<file path="src/design/escaped_receiver_frame_serializer_macros.svh">
// Assertion helpers for the frame serializer.
`ifndef ESCAPED_RECEIVER_FRAME_SERIALIZER_MACROS_SVH
`define ESCAPED_RECEIVER_FRAME_SERIALIZER_MACROS_SVH
`ifndef SYNTHESIS
// prop must hold at every clock edge out of reset
`define ERFS_ASSERT(label, clk, rst_n, prop, msg) \
	label: assert property (@(posedge clk) disable iff (!rst_n) (prop)) \
		else $error(msg);
// cond must never be seen at a clock edge out of reset
`define ERFS_NEVER(label, clk, rst_n, cond, msg) \
	label: assert property (@(posedge clk) disable iff (!rst_n) !(cond)) \
		else $error(msg);
`else
`define ERFS_ASSERT(label, clk, rst_n, prop, msg)
`define ERFS_NEVER(label, clk, rst_n, cond, msg)
`endif
`endif

</file>
<file path="src/design/erfs_pkg.sv">
package erfs_pkg;

	localparam int LEN_W = 9;
	localparam int TS_W  = 48;
	localparam int ID_W  = 64;

	// escape byte of the feed
	localparam logic [7:0] ESC_BYTE = 8'h1A;

	// Mode S payload sizes, given in bytes
	localparam logic [LEN_W-1:0] MODES_SHORT_LEN = LEN_W'(56 / 8);
	localparam logic [LEN_W-1:0] MODES_LONG_LEN  = LEN_W'(112 / 8);

	// command queue between front and back
	localparam int CMD_DEPTH = 2;

	// request action codes
	localparam logic ACT_START = 1'b0;
	localparam logic ACT_DATA  = 1'b1;

	typedef enum logic [1:0] {
		KIND_MODES        = 2'd0,
		KIND_MODES_INGEST = 2'd1,
		KIND_UAT_ADSB     = 2'd2,
		KIND_UAT_UPLINK   = 2'd3
	} kind_t;

	typedef enum logic [2:0] {
		REG_SHORT_CODE  = 3'd0,
		REG_LONG_CODE   = 3'd1,
		REG_UAT_CODE    = 3'd2,
		REG_INGEST_CODE = 3'd3,
		REG_UAT_SHORT   = 3'd4,
		REG_UAT_LONG    = 3'd5,
		REG_UAT_UPLINK  = 3'd6,
		REG_RECV_IDENT  = 3'd7
	} reg_idx_t;

	typedef struct packed {
		logic [7:0]      short_code;
		logic [7:0]      long_code;
		logic [7:0]      uat_code;
		logic [7:0]      ingest_code;
		logic [7:0]      uat_short_char;
		logic [7:0]      uat_long_char;
		logic [7:0]      uat_uplink_char;
		logic [ID_W-1:0] recv_ident;
	} cfg_t;

	// one unit of work for the back end: a frame header or one payload byte
	typedef struct packed {
		logic            is_hdr;
		logic            ingest;
		logic            has_sub;
		logic [7:0]      type_code;
		logic [7:0]      sub_char;
		logic [TS_W-1:0] ts;
		logic [7:0]      power;
		logic [7:0]      data;
		logic            frame_end;
	} cmd_t;

	// byte sequencer steps of the back end
	typedef enum logic [4:0] {
		S_ESC0, S_INGEST,
		S_ID0, S_ID1, S_ID2, S_ID3, S_ID4, S_ID5, S_ID6, S_ID7,
		S_ESC1, S_TYPE, S_SUB,
		S_TS0, S_TS1, S_TS2, S_TS3, S_TS4, S_TS5,
		S_POWER, S_DATA
	} step_t;

endpackage

</file>
<file path="src/design/erfs_front.sv">
`include "escaped_receiver_frame_serializer_macros.svh"

module erfs_front import erfs_pkg::*; #(
	parameter int UAT_SHORT_LEN  = 18,
	parameter int UAT_LONG_LEN   = 34,
	parameter int UAT_UPLINK_LEN = 432
) (
	input  logic             clk,
	input  logic             arst_n,
	input  logic             in_valid,
	output logic             in_ready,
	input  logic             action,
	input  logic [1:0]       frame_kind,
	input  logic [LEN_W-1:0] payload_len,
	input  logic [TS_W-1:0]  timestamp,
	input  logic [7:0]       power_level,
	input  logic [7:0]       data_byte,
	input  cfg_t             cfg,
	input  logic             fifo_full,
	output logic             push,
	output cmd_t             push_cmd
);

	localparam logic [LEN_W-1:0] UAT_SHORT_L  = LEN_W'(UAT_SHORT_LEN);
	localparam logic [LEN_W-1:0] UAT_LONG_L   = LEN_W'(UAT_LONG_LEN);
	localparam logic [LEN_W-1:0] UAT_UPLINK_L = LEN_W'(UAT_UPLINK_LEN);

	logic [LEN_W-1:0] rem_q;
	logic             disc_q;
	logic [LEN_W-1:0] rem_dec;
	logic             accept;
	logic             hdr_ok;
	logic             has_sub;
	logic [7:0]       type_code;
	logic [7:0]       sub_char;
	logic             data_live;

	assign in_ready  = !fifo_full;
	assign accept    = in_valid && in_ready;
	assign rem_dec   = rem_q - LEN_W'(1);
	assign data_live = (rem_q != '0) && !disc_q;

	// length check and header codes of a start request
	always_comb begin
		hdr_ok    = 1'b0;
		has_sub   = 1'b0;
		type_code = cfg.short_code;
		sub_char  = cfg.uat_short_char;
		case (kind_t'(frame_kind))
			KIND_MODES, KIND_MODES_INGEST: begin
				if (payload_len == MODES_SHORT_LEN) begin
					hdr_ok = 1'b1;
				end else if (payload_len == MODES_LONG_LEN) begin
					hdr_ok    = 1'b1;
					type_code = cfg.long_code;
				end
			end
			KIND_UAT_ADSB: begin
				type_code = cfg.uat_code;
				has_sub   = 1'b1;
				if (payload_len == UAT_SHORT_L) begin
					hdr_ok = 1'b1;
				end else if (payload_len == UAT_LONG_L) begin
					hdr_ok   = 1'b1;
					sub_char = cfg.uat_long_char;
				end
			end
			KIND_UAT_UPLINK: begin
				type_code = cfg.uat_code;
				has_sub   = 1'b1;
				sub_char  = cfg.uat_uplink_char;
				hdr_ok    = (payload_len == UAT_UPLINK_L);
			end
			default: begin
				hdr_ok = 1'b0;
			end
		endcase
	end

	// command handed to the queue
	always_comb begin
		push_cmd.is_hdr    = (action == ACT_START);
		push_cmd.ingest    = (kind_t'(frame_kind) == KIND_MODES_INGEST);
		push_cmd.has_sub   = has_sub;
		push_cmd.type_code = type_code;
		push_cmd.sub_char  = sub_char;
		push_cmd.ts        = timestamp;
		push_cmd.power     = power_level;
		push_cmd.data      = data_byte;
		push_cmd.frame_end = (action == ACT_START) ? (payload_len == '0) : (rem_dec == '0);
		push = accept && ((action == ACT_START) ? hdr_ok : data_live);
	end

	// payload byte count and discard flag
	always_ff @(posedge clk or negedge arst_n) begin
		if (!arst_n) begin
			rem_q  <= '0;
			disc_q <= 1'b0;
		end else if (accept) begin
			if (action == ACT_START) begin
				rem_q  <= payload_len;
				disc_q <= !hdr_ok && (payload_len != '0);
			end else if (rem_q != '0) begin
				rem_q <= rem_dec;
				if (rem_dec == '0) begin
					disc_q <= 1'b0;
				end
			end
		end
	end

	`ERFS_ASSERT(a_disc_has_count, clk, arst_n, disc_q |-> (rem_q != '0), "discard with no bytes left")

endmodule

</file>
<file path="src/design/erfs_cmd_fifo.sv">
`include "escaped_receiver_frame_serializer_macros.svh"

module erfs_cmd_fifo import erfs_pkg::*; (
	input  logic clk,
	input  logic arst_n,
	input  logic push,
	input  cmd_t push_cmd,
	output logic full,
	input  logic pop,
	output logic head_valid,
	output cmd_t head_cmd
);

	localparam int PTR_W = (CMD_DEPTH > 1) ? $clog2(CMD_DEPTH) : 1;
	localparam int CNT_W = $clog2(CMD_DEPTH + 1);

	cmd_t             mem_q [CMD_DEPTH];
	logic [PTR_W-1:0] wr_ptr_q;
	logic [PTR_W-1:0] rd_ptr_q;
	logic [CNT_W-1:0] count_q;

	assign full       = (count_q == CNT_W'(CMD_DEPTH));
	assign head_valid = (count_q != '0);
	assign head_cmd   = mem_q[rd_ptr_q];

	// storage
	always_ff @(posedge clk) begin
		if (push) begin
			mem_q[wr_ptr_q] <= push_cmd;
		end
	end

	// pointers and fill count
	always_ff @(posedge clk or negedge arst_n) begin
		if (!arst_n) begin
			wr_ptr_q <= '0;
			rd_ptr_q <= '0;
			count_q  <= '0;
		end else begin
			if (push) begin
				wr_ptr_q <= (wr_ptr_q == PTR_W'(CMD_DEPTH - 1)) ? '0 : wr_ptr_q + PTR_W'(1);
			end
			if (pop) begin
				rd_ptr_q <= (rd_ptr_q == PTR_W'(CMD_DEPTH - 1)) ? '0 : rd_ptr_q + PTR_W'(1);
			end
			case ({push, pop})
				2'b10:   count_q <= count_q + CNT_W'(1);
				2'b01:   count_q <= count_q - CNT_W'(1);
				default: count_q <= count_q;
			endcase
		end
	end

	`ERFS_NEVER(a_no_overflow, clk, arst_n, push && full, "command queue overflow")
	`ERFS_NEVER(a_no_underflow, clk, arst_n, pop && !head_valid, "command queue underflow")

endmodule

</file>
<file path="src/design/erfs_back.sv">
`include "escaped_receiver_frame_serializer_macros.svh"

module erfs_back import erfs_pkg::*; (
	input  logic            clk,
	input  logic            arst_n,
	input  logic            head_valid,
	input  cmd_t            head_cmd,
	output logic            pop,
	input  logic [7:0]      ingest_code,
	input  logic [ID_W-1:0] recv_ident,
	output logic            out_valid,
	input  logic            out_ready,
	output logic [7:0]      out_byte,
	output logic            last_of_run,
	output logic            frame_end
);

	logic       out_valid_q;
	logic [7:0] out_byte_q;
	logic       last_q;
	logic       end_q;
	logic       dup_q;
	logic       active_q;
	step_t      step_q;

	step_t      first_step;
	step_t      cur_step;
	step_t      next_step;
	logic [7:0] cur_byte;
	logic       esc_ok;
	logic       last_step;
	logic       dup_now;
	logic       advance;
	logic [2:0] id_idx;
	logic [2:0] ts_sel;

	assign advance = !out_valid_q || out_ready;

	// where a fresh command starts
	always_comb begin
		if (!head_cmd.is_hdr) begin
			first_step = S_DATA;
		end else if (head_cmd.ingest) begin
			first_step = S_ESC0;
		end else begin
			first_step = S_ESC1;
		end
		cur_step = active_q ? step_q : first_step;
	end

	// next step
	always_comb begin
		case (cur_step)
			S_TYPE:  next_step = head_cmd.has_sub ? S_SUB : S_TS0;
			S_POWER: next_step = S_POWER;
			S_DATA:  next_step = S_DATA;
			default: next_step = step_t'(cur_step + 5'd1);
		endcase
		last_step = (cur_step == S_POWER) || (cur_step == S_DATA);
	end

	// byte of the current step
	always_comb begin
		id_idx   = 3'(cur_step - S_ID0);
		ts_sel   = 3'd5 - 3'(cur_step - S_TS0);
		cur_byte = ESC_BYTE;
		esc_ok   = 1'b1;
		case (cur_step)
			S_ESC0, S_ESC1: begin
				esc_ok = 1'b0;
			end
			S_INGEST: begin
				cur_byte = ingest_code;
				esc_ok   = 1'b0;
			end
			S_ID0, S_ID1, S_ID2, S_ID3, S_ID4, S_ID5, S_ID6, S_ID7: begin
				cur_byte = recv_ident[{~id_idx, 3'b000} +: 8];
			end
			S_TYPE: begin
				cur_byte = head_cmd.type_code;
				esc_ok   = 1'b0;
			end
			S_SUB: begin
				cur_byte = head_cmd.sub_char;
			end
			S_TS0, S_TS1, S_TS2, S_TS3, S_TS4, S_TS5: begin
				cur_byte = head_cmd.ts[{ts_sel, 3'b000} +: 8];
			end
			S_POWER: begin
				cur_byte = head_cmd.power;
			end
			S_DATA: begin
				cur_byte = head_cmd.data;
			end
			default: begin
				esc_ok = 1'b0;
			end
		endcase
		// first copy of an escape byte; the step repeats once
		dup_now = esc_ok && (cur_byte == ESC_BYTE) && !dup_q;
		pop     = advance && head_valid && !dup_now && last_step;
	end

	// sequencer state and output valid
	always_ff @(posedge clk or negedge arst_n) begin
		if (!arst_n) begin
			out_valid_q <= 1'b0;
			dup_q       <= 1'b0;
			active_q    <= 1'b0;
			step_q      <= S_ESC0;
		end else if (advance) begin
			out_valid_q <= head_valid;
			if (head_valid) begin
				if (dup_now) begin
					dup_q    <= 1'b1;
					active_q <= 1'b1;
					step_q   <= cur_step;
				end else begin
					dup_q <= 1'b0;
					if (last_step) begin
						active_q <= 1'b0;
					end else begin
						active_q <= 1'b1;
						step_q   <= next_step;
					end
				end
			end
		end
	end

	// output byte register
	always_ff @(posedge clk) begin
		if (advance && head_valid) begin
			out_byte_q <= cur_byte;
			last_q     <= !dup_now && last_step;
			end_q      <= !dup_now && last_step && head_cmd.frame_end;
		end
	end

	assign out_valid   = out_valid_q;
	assign out_byte    = out_byte_q;
	assign last_of_run = last_q;
	assign frame_end   = end_q;

	`ERFS_ASSERT(a_dup_after_esc, clk, arst_n, dup_q |-> (out_valid_q && out_byte_q == ESC_BYTE), "escape repeat without escape byte")
	`ERFS_ASSERT(a_active_has_cmd, clk, arst_n, active_q |-> head_valid, "sequencer busy with empty queue")
	`ERFS_ASSERT(a_end_is_last, clk, arst_n, (out_valid_q && end_q) |-> last_q, "frame end not on last byte of run")

endmodule

</file>
<file path="src/design/escaped_receiver_frame_serializer.sv">
// Channel   Direction  Handshake             Payload
// in        request    in_valid / in_ready   action, frame_kind, payload_len, timestamp,
//                                            power_level, data_byte
// out       result     out_valid / out_ready out_byte, last_of_run, frame_end
// cfg       write      cfg_wr_en             cfg_index, cfg_data
//
// Output runs at one byte per cycle while the queue is not empty and out_ready is high;
// a payload byte gives 1 or 2 bytes, a header 9 to 34, set by the back end byte sequencer.
// On an empty queue the first byte of a request passes through the command queue and
// then the output byte register before it shows on out_valid.
// in_ready drops only while the two-entry command queue is full.
// Requests that produce no bytes are absorbed by the front end and never reach the queue.
// Reset clears the queue and loads the register defaults; no clearing pass.
module escaped_receiver_frame_serializer import erfs_pkg::*; #(
	parameter int UAT_SHORT_LEN  = 18,
	parameter int UAT_LONG_LEN   = 34,
	parameter int UAT_UPLINK_LEN = 432
) (
	input  logic             clk,
	input  logic             arst_n,
	input  logic             in_valid,
	output logic             in_ready,
	input  logic             action,
	input  logic [1:0]       frame_kind,
	input  logic [LEN_W-1:0] payload_len,
	input  logic [TS_W-1:0]  timestamp,
	input  logic [7:0]       power_level,
	input  logic [7:0]       data_byte,
	output logic             out_valid,
	input  logic             out_ready,
	output logic [7:0]       out_byte,
	output logic             last_of_run,
	output logic             frame_end,
	input  logic             cfg_wr_en,
	input  logic [2:0]       cfg_index,
	input  logic [ID_W-1:0]  cfg_data
);

	cfg_t cfg_q;
	logic fifo_full;
	logic push;
	cmd_t push_cmd;
	logic pop;
	logic head_valid;
	cmd_t head_cmd;

	// configuration registers
	always_ff @(posedge clk or negedge arst_n) begin
		if (!arst_n) begin
			cfg_q.short_code      <= 8'd50;
			cfg_q.long_code       <= 8'd51;
			cfg_q.uat_code        <= 8'd235;
			cfg_q.ingest_code     <= 8'd232;
			cfg_q.uat_short_char  <= 8'd83;
			cfg_q.uat_long_char   <= 8'd76;
			cfg_q.uat_uplink_char <= 8'd85;
			cfg_q.recv_ident      <= '0;
		end else if (cfg_wr_en) begin
			case (reg_idx_t'(cfg_index))
				REG_SHORT_CODE:  cfg_q.short_code      <= cfg_data[7:0];
				REG_LONG_CODE:   cfg_q.long_code       <= cfg_data[7:0];
				REG_UAT_CODE:    cfg_q.uat_code        <= cfg_data[7:0];
				REG_INGEST_CODE: cfg_q.ingest_code     <= cfg_data[7:0];
				REG_UAT_SHORT:   cfg_q.uat_short_char  <= cfg_data[7:0];
				REG_UAT_LONG:    cfg_q.uat_long_char   <= cfg_data[7:0];
				REG_UAT_UPLINK:  cfg_q.uat_uplink_char <= cfg_data[7:0];
				REG_RECV_IDENT:  cfg_q.recv_ident      <= cfg_data;
				default:         cfg_q                 <= cfg_q;
			endcase
		end
	end

	erfs_front #(
		.UAT_SHORT_LEN (UAT_SHORT_LEN),
		.UAT_LONG_LEN  (UAT_LONG_LEN),
		.UAT_UPLINK_LEN(UAT_UPLINK_LEN)
	) u_front (
		.clk        (clk),
		.arst_n     (arst_n),
		.in_valid   (in_valid),
		.in_ready   (in_ready),
		.action     (action),
		.frame_kind (frame_kind),
		.payload_len(payload_len),
		.timestamp  (timestamp),
		.power_level(power_level),
		.data_byte  (data_byte),
		.cfg        (cfg_q),
		.fifo_full  (fifo_full),
		.push       (push),
		.push_cmd   (push_cmd)
	);

	erfs_cmd_fifo u_fifo (
		.clk       (clk),
		.arst_n    (arst_n),
		.push      (push),
		.push_cmd  (push_cmd),
		.full      (fifo_full),
		.pop       (pop),
		.head_valid(head_valid),
		.head_cmd  (head_cmd)
	);

	erfs_back u_back (
		.clk        (clk),
		.arst_n     (arst_n),
		.head_valid (head_valid),
		.head_cmd   (head_cmd),
		.pop        (pop),
		.ingest_code(cfg_q.ingest_code),
		.recv_ident (cfg_q.recv_ident),
		.out_valid  (out_valid),
		.out_ready  (out_ready),
		.out_byte   (out_byte),
		.last_of_run(last_of_run),
		.frame_end  (frame_end)
	);

endmodule

</file>
<file path="config.mk">
export PLATFORM = sky130hd
export DESIGN_NAME = escaped_receiver_frame_serializer
export DESIGN_NICKNAME = d
export VERILOG_FILES = /design/src/design/erfs_pkg.sv /design/src/design/erfs_front.sv /design/src/design/erfs_cmd_fifo.sv /design/src/design/erfs_back.sv /design/src/design/escaped_receiver_frame_serializer.sv
export VERILOG_INCLUDE_DIRS = /design/src /design/src/design
export SDC_FILE = /design/constraint.sdc
export NUM_CORES = 1
export LEC_CHECK = 0
export BUFFER_PORTS_ARGS = -buffer_cell sky130_fd_sc_hd__buf_2
export CAP_MARGIN = 10
export CORE_MARGIN = 3
export CORE_UTILIZATION = 63
export DETAILED_ROUTE_END_ITERATION = 8
export PLACE_DENSITY = 0.85
export SLEW_MARGIN = 20
export SYNTH_ARGS = -nofsm -noshare
export SYNTH_HDL_FRONTEND = slang
export SYNTH_SLANG_ARGS = --single-unit
</file>
<file path="constraint.sdc">
create_clock -name clk -period 9.4 [get_ports clk]
set_input_delay 2.82 -clock clk [delete_from_list [all_inputs] [get_ports clk]]
set_output_delay 2.82 -clock clk [all_outputs]
set_load 0.005 [all_outputs]
</file>
Word level (Yosys, flattened, before mapping)
Memory sizes are Yosys's and may differ from the RTL's.
Cells that the tools add are included.
{"block": "word_totals", "reg_bits": 152, "wordCells": 155, "mem_bits_rw": 168, "n_memories": 1}
{"block": "classes", "n_bitwise": 2, "add_sub_neg": 9, "n_reduce_logical": 44, "n_eq_ne": 41, "n_mux": 36, "n_shift": 2}
{"name": "u_fifo.mem_q", "words": 2, "width": 84, "read_ports": 1, "rd_clocked_by_memory_dff": 0, "wr": 1, "line": "erfs_cmd_fifo.sv:17", "text": "cmd_t mem_q [CMD_DEPTH];"}
{"operator": "$shiftx 64x7->8", "n": 1}
{"operator": "$pmux 8 s7", "n": 1}
{"operator": "$shiftx 48x7->8", "n": 1}
{"operator": "$eq 5x4->1 const B", "n": 7}
{"operator": "$mux 8", "n": 4}
{"operator": "$pmux 8 s2", "n": 2}
{"operator": "$eq 5x5->1 const B", "n": 5}
{"operator": "$eq 5x3->1 const B", "n": 4}
{"operator": "$mux 5", "n": 4}
{"operator": "$reduce_and 2->1", "n": 10}
{"operator": "$mux 1", "n": 19}
{"operator": "$logic_not 9->1", "n": 2}
{"operator": "$mux 9", "n": 2}
{"operator": "$reduce_bool 9->1", "n": 2}
{"operator": "$reduce_or 17->1", "n": 1}
{"operator": "$pmux 5 s3", "n": 1}
{"operator": "$eq 3x3->1 const B", "n": 4}
{"operator": "$logic_and 1x1->1", "n": 11}
{"operator": "$eq 5x2->1 const B", "n": 2}
{"operator": "$eq 9x3->1 const B", "n": 1}
{"operator": "$eq 9x4->1 const B", "n": 1}
{"operator": "$eq 9x5->1 const B", "n": 1}
{"operator": "$eq 9x6->1 const B", "n": 1}
{"operator": "$eq 9x9->1 const B", "n": 1}
{"operator": "other kinds (30)", "n": 46}

Logic depth before layout (Yosys ltp)
An unclocked memory read counts as a cell.
{"block": "depth", "depth_word": 16, "depth_mapped": 20}

Hierarchy
A second synthesis with hierarchy kept.
{"block": "hier_totals", "cells_unflattened": 1088, "area_unflattened_um2": 15090.7}
{"module": "erfs_cmd_fifo", "cells_each": 277, "area_each_um2": 6256.0, "instances": 1}
{"module": "escaped_receiver_frame_serializer", "cells_each": 261, "area_each_um2": 4568.1, "instances": 1}
{"module": "erfs_back", "cells_each": 314, "area_each_um2": 2466.1, "instances": 1}
{"module": "erfs_front", "cells_each": 236, "area_each_um2": 1800.5, "instances": 1}

Worst setup path before layout
OpenSTA, ideal clock, no wires.
{"block": "synth_timing", "path_kind": "in2reg", "startpoint": "input payload_len[8]", "endpoint": "memory u_fifo.mem_q[0][0] (netlist name) (enable)", "arrival_ns": 7.352, "slack_ns": 1.521, "n_path_buf": 0, "path_stages": 6, "required_time_ns": 8.873, "cell_sequence": "nor3_1 -> nor3b_1 -> nand4_1 -> o21ai_0 -> o211ai_1 -> nor2_1"}
{"block": "synth_between", "elab_chain_len": 8}
{"element": "start: declaration", "line": "escaped_receiver_frame_serializer.sv:25", "text": "input logic [LEN_W-1:0] payload_len,"}
{"element": "$eq 9x6->1 or $eq 9x4->1 (tied branches)", "line": "erfs_front.sv:63, erfs_front.sv:53"}
{"element": "$mux 1 (on tied branches)", "line": "erfs_front.sv:63, erfs_front.sv:53"}
{"element": "$mux 1 (on tied branches)", "line": "erfs_front.sv:61, erfs_front.sv:51"}
{"element": "$pmux 1 s3 *", "line": "erfs_front.sv:49", "text": "case (kind_t'(frame_kind))"}
{"element": "$mux 1 *", "line": "erfs_front.sv:91", "text": "push = accept && ((action == ACT_START) ? hdr_ok : data_live);"}
{"element": "$logic_and 1x1->1 *", "line": "erfs_front.sv:91"}
{"element": "$mux 1 *", "line": "erfs_cmd_fifo.sv:28", "text": "if (push) begin"}
{"element": "$mux 1 (implied by the code) *", "line": "erfs_cmd_fifo.sv:29", "text": "mem_q[wr_ptr_q] <= push_cmd;"}
{"element": "end: declaration", "line": "erfs_cmd_fifo.sv:17"}
Every way passes the cells marked *; elsewhere a longest branch is shown, timed or not.

Worst setup path after layout
{"block": "layout_timing", "startpoint": "register u_back.active_q", "endpoint": "register u_fifo.count_q[1]"}
{"block": "layout_between", "elab_chain_len": 13}
{"element": "start: declaration", "line": "erfs_back.sv:23", "text": "logic active_q;"}
{"element": "start signal: assignment", "line": "erfs_back.sv:109", "text": "active_q <= 1'b0;"}
{"element": "start signal: assignment", "line": "erfs_back.sv:116", "text": "active_q <= 1'b1;"}
{"element": "start signal: assignment", "line": "erfs_back.sv:121", "text": "active_q <= 1'b0;"}
{"element": "$mux 5 *", "line": "erfs_back.sv:48", "text": "cur_step = active_q ? step_q : first_step;"}
{"element": "$sub 3x3->3 or $sub 3x2->3 (tied branches)", "line": "erfs_back.sv:65, erfs_back.sv:64"}
{"element": "$sub 3x3->3 or $not 3->3 (tied branches)", "line": "erfs_back.sv:65, erfs_back.sv:77"}
{"element": "$shiftx 48x7->8 or $shiftx 64x7->8 (tied branches)", "line": "erfs_back.sv:87, erfs_back.sv:77"}
{"element": "$pmux 8 s7 *", "line": "erfs_back.sv:68", "text": "case (cur_step)"}
{"element": "via u_back.cur_byte[2]", "line": "erfs_back.sv:29", "text": "logic [7:0] cur_byte;"}
{"element": "$eq 8x5->1 *", "line": "erfs_back.sv:100", "text": "dup_now = esc_ok && (cur_byte == ESC_BYTE) && !dup_q;"}
{"element": "$logic_and 1x1->1 * (2 in a row)", "line": "erfs_back.sv:100"}
{"element": "$logic_not 1->1 *", "line": "erfs_back.sv:101", "text": "pop = advance && head_valid && !dup_now && last_step;"}
{"element": "$logic_and 1x1->1 * (2 in a row)", "line": "erfs_back.sv:101"}
{"element": "via pop", "line": "escaped_receiver_frame_serializer.sv:43", "text": "logic pop;"}
{"element": "$eq 2x1->1 or $eq 2x2->1 (tied branches)", "line": "erfs_cmd_fifo.sv:46", "text": "case ({push, pop})"}
{"element": "$pmux 2 s2 or $reduce_bool 2->1 (tied branches)"}
{"element": "end signal: assignment", "line": "erfs_cmd_fifo.sv:47", "text": "2'b10: count_q <= count_q + CNT_W'(1);"}
{"element": "end signal: assignment", "line": "erfs_cmd_fifo.sv:48", "text": "2'b01: count_q <= count_q - CNT_W'(1);"}
{"element": "end signal: assignment", "line": "erfs_cmd_fifo.sv:49", "text": "default: count_q <= count_q;"}
{"element": "end: declaration", "line": "erfs_cmd_fifo.sv:20", "text": "logic [CNT_W-1:0] count_q;"}
Mark *: on every way through the listed nets, which the timed path passes. The rest lies on a longest branch.
A chain may end at the register's enable or synchronous reset.

==> results.json <==
{
  "cts_resized": 0,
  "ctsHoldBuffers": 0,
  "min_from": "cfg_q[14]$_DFFE_PN0P_",
  "finClkSkew_ns": 0.0174,
  "drive_above_1_share_pct": 35.7,
  "initial_core_util_pct": 64.7,
  "ir_worst_vdd_v": 0.000149,
  "rrSetupSlack_ns": 3.59,
  "core_area_um2": 22100,
  "cts_buffer_depth": 3,
  "worstSetupEndpointType": "register",
  "rsz0062_at_grt": "no",
  "fin_setup_tns_ns": 0,
  "power_leakage_nw": 6.36,
  "clockPowerShare_pct": 24.9,
  "route.detailed.drc": 0,
  "antenna_found_initial": 0,
  "combPwrFrac_pct": 35.8,
  "multi_input_area_um2": 5080,
  "critPathLaunchType": "register",
  "die_w_um": 157,
  "grt.total_usage_pct": 26.4,
  "syn_nets": 1131,
  "finalHoldViolCount": 0,
  "vias": 9299,
  "worstPathMaxFanout": 52,
  "first_global_vias": 9298,
  "synth.avg_cell_area_um2": 14.7,
  "dp_hpwl_mm": 21.6,
  "maxCapViolations": 0,
  "wirelength_mm": 32.6,
  "wl_per_cell_um": 22.7,
  "dpl_worst_slack_ns": 3.03,
  "grt_max_degree": 80,
  "cts_root_buf": "clkbuf_16",
  "synth_area_leaders": "edfxtp_1, dfrtp_1, mux2_2",
  "place.gp.congestion": 0.885,
  "p_sw_mw": 1.73,
  "timing.rr.start": "u_back.active_q$_DFFE_PN0P_",
  "arrival_ns": 6.23,
  "setup_ws_ns": 3.59,
  "ant_nets": 0,
  "ys.flop_type": "edfxtp_1",
  "netlist_top_cells_count": "edfxtp_1, mux2_2, dfrtp_1",
  "synth.distinct_cells": 69,
  "diodes": 0,
  "portBuffers": 159,
  "hold_path_end": "cfg_q[14]$_DFFE_PN0P_",
  "drt_pass1_iterations": 9,
  "area_growth_pct": 14.6,
  "numCtsBuffers": 34,
  "synth_edf_count": 178,
  "fin_crit_sh_pct": 61.8,
  "hold_class": "register to register",
  "clock_latency_ns": 0.50,
  "synth_most_common_cell": "edfxtp_1",
  "grt_pass1_wl_mm": 50.3,
  "yosysTopAreaCell": "edfxtp_1",
  "status": "completed",
  "vias_per_cell": 6.48,
  "seq_power_share_pct": 39.4,
  "fill_cells": 1359,
  "dieArea_um2": 24500,
  "clkSinkCount": 320,
  "async_reset_ff_share_pct": 44.4,
  "p_per_area_nw_per_um2": 309,
  "fin_crit_ns": 5.81,
  "rows": 54,
  "grt.overflow.total": 0,
  "crit_required_ns": 9.82,
  "synth-seq-cells": 320,
  "internal_power_mw": 3.32,
  "yosysSeqAreaShare_pct": 62.5,
  "hold_path_depth": 1,
  "clk_pin_slew_ns": 0.06,
  "area.sequential_um2": 8940,
  "drtIter0Drc": 1061,
  "fp.dieH_um": 157,
  "fmax_mhz": 172,
  "maxSlewHeadroom_pct": 35.1,
  "num-nets-final": 1287,
  "postCtsSetupBuffers": 0,
  "rr_endpoint": "u_fifo.count_q[1]$_DFFE_PN0P_",
  "switching_share_pct": 34.3,
  "synth.top_cell.area_share_pct": 37.4,
  "htree_levels": 2,
  "tightest_slew_ns": 0.973,
  "yosysWarnings": 0,
  "rr_worst_depth": 16,
  "ios": 160,
  "critPathKind": "register to register",
  "syn_inst": 974,
  "report.final.slew_viol_count": 0,
  "netlist_area_um2": 14300,
  "cts_tree": "done",
  "setup_viol": 0
}
-- cells in the final DEF (no fill, tap or decap), types with 12 or more instances in the layout --
cell,synthesis,routed
edfxtp_1,178,178
buf_2,14,158
mux2_2,127,127
dfrtp_1,114,113
mux2i_1,68,68
a21oi_1,38,38
nand2_1,36,36
clkbuf_16,0,35
o21ai_0,30,30
o22ai_1,30,30
dfstp_2,28,28
mux4_2,26,26
nor2_1,24,22
o211ai_1,18,18
nor3_1,19,17
inv_1,16,16
o311ai_0,14,14
nand3_1,13,13
nand4_1,12,12
clkbuf_1,31,12
-- how the worst max path moves through the flow --
stage,from,to,slack [ns],cells after the start
after global placement,payload_len[8],u_fifo.mem_q[1][27]$_DFFE_PP_,3.18,8
after detailed placement,payload_len[8],u_fifo.mem_q[1][35]$_DFFE_PP_,3.03,8
after global routing,u_back.active_q$_DFFE_PN0P_,u_fifo.count_q[1]$_DFFE_PN0P_,3.38,16
after CTS,payload_len[8],u_fifo.mem_q[1][32]$_DFFE_PP_,3.54,8
after floorplan,payload_len[8],u_fifo.mem_q[0][0]$_DFFE_PP_,1.52,6
final,u_back.active_q$_DFFE_PN0P_,u_fifo.count_q[1]$_DFFE_PN0P_,3.59,16
-- per-layer routing --
layer / track usage [%] / routed length [um] / vias to the layer above / share of wire [%]
met2: 42.9 / 15900 / 423 / 49
met3: 3.87 / 2230 / 93 / 6.8
li1: - / - / 4138 / -
met5: 0 / 0 / - / 0
met1: 36.3 / 13200 / 4645 / 41
met4: 10.4 / 1250 / 0 / 3.8
-- logic make-up (layout without fill, tap and decap cells) --
logic type               count (synthesis)  in the layout  synth area share (%)
AO/OA/AOI/OAI                          182            182                  8.71
adder cells (fa/ha/maj)                  9              9                 0.788
AND/OR/NAND/NOR                        163            163                  6.39
buffers and inverters                   69            249                  2.17
flip-flops                             320            320                  62.5
XOR/XNOR                                10             10                 0.613
multiplexers                           221            221                  18.9
-- state kept, by name, summed over array words and instances (netlist names) --
register,flops
u_front.disc_q,1
u_front.rem_q,9
u_back.dup_q,1
u_back.out_valid,1
u_back.frame_end,1
u_fifo.mem_q,168
u_back.out_byte,8
u_fifo.count_q,2
u_fifo.wr_ptr_q,1
u_fifo.rd_ptr_q,1
cfg_q,120
u_back.last_of_run,1
u_back.step_q,5
u_back.active_q,1
-- power by group through the flow --
stage               Combinational [mW]  Clock [mW]  Sequential (mW)
floorplan                         1.34           0             1.96
global placement                  1.72           0             2.00
detailed placement                1.77           0             2.01
CTS                               1.79        1.27             1.99
global route                      1.95        1.34             2.02
finish                            1.81        1.26             1.99
-- final cells by class --
type                    count  area share, %
clock inverters            10          0.512
multi-input cells         585           31.0
flip-flops and latches    320           54.5
repair buffers            170           5.47
well taps                 280           2.14
clock buffers              50           5.87
inverters                  19          0.435
-- per-stage QoR --
stage	utilization, %	hold slack [ns]	power [mW]	cell area, um^2	cells
final	74.2	0.499	5.06	16400	1434
after global routing	74.2	0.512	5.31	16400	1434
after CTS	74.1	0.494	5.05	16400	1433
after detailed placement	69.3	0.482	3.78	15300	1373
after global placement	69.3	0.475	3.72	15300	1373
after floorplan	-	0.451	3.30	14300	974
-- critical path, cell delays in order (launching register included) --
cell	delay (ns)
dfrtp_1	0.35
buf_4	0.41
and2_4	0.68
inv_1	0.33
ha_1	0.34
and4_1	0.22
a31oi_1	0.52
nor3_1	0.11
a2111oi_0	0.72
o311ai_0	0.34
nor2_1	0.15
or4b_4	0.59
nand3_1	0.22
inv_1	0.10
ha_1	0.31
nor2_1	0.14
xor2_1	0.17
No activity file was read; power rests on OpenSTA's default activity.
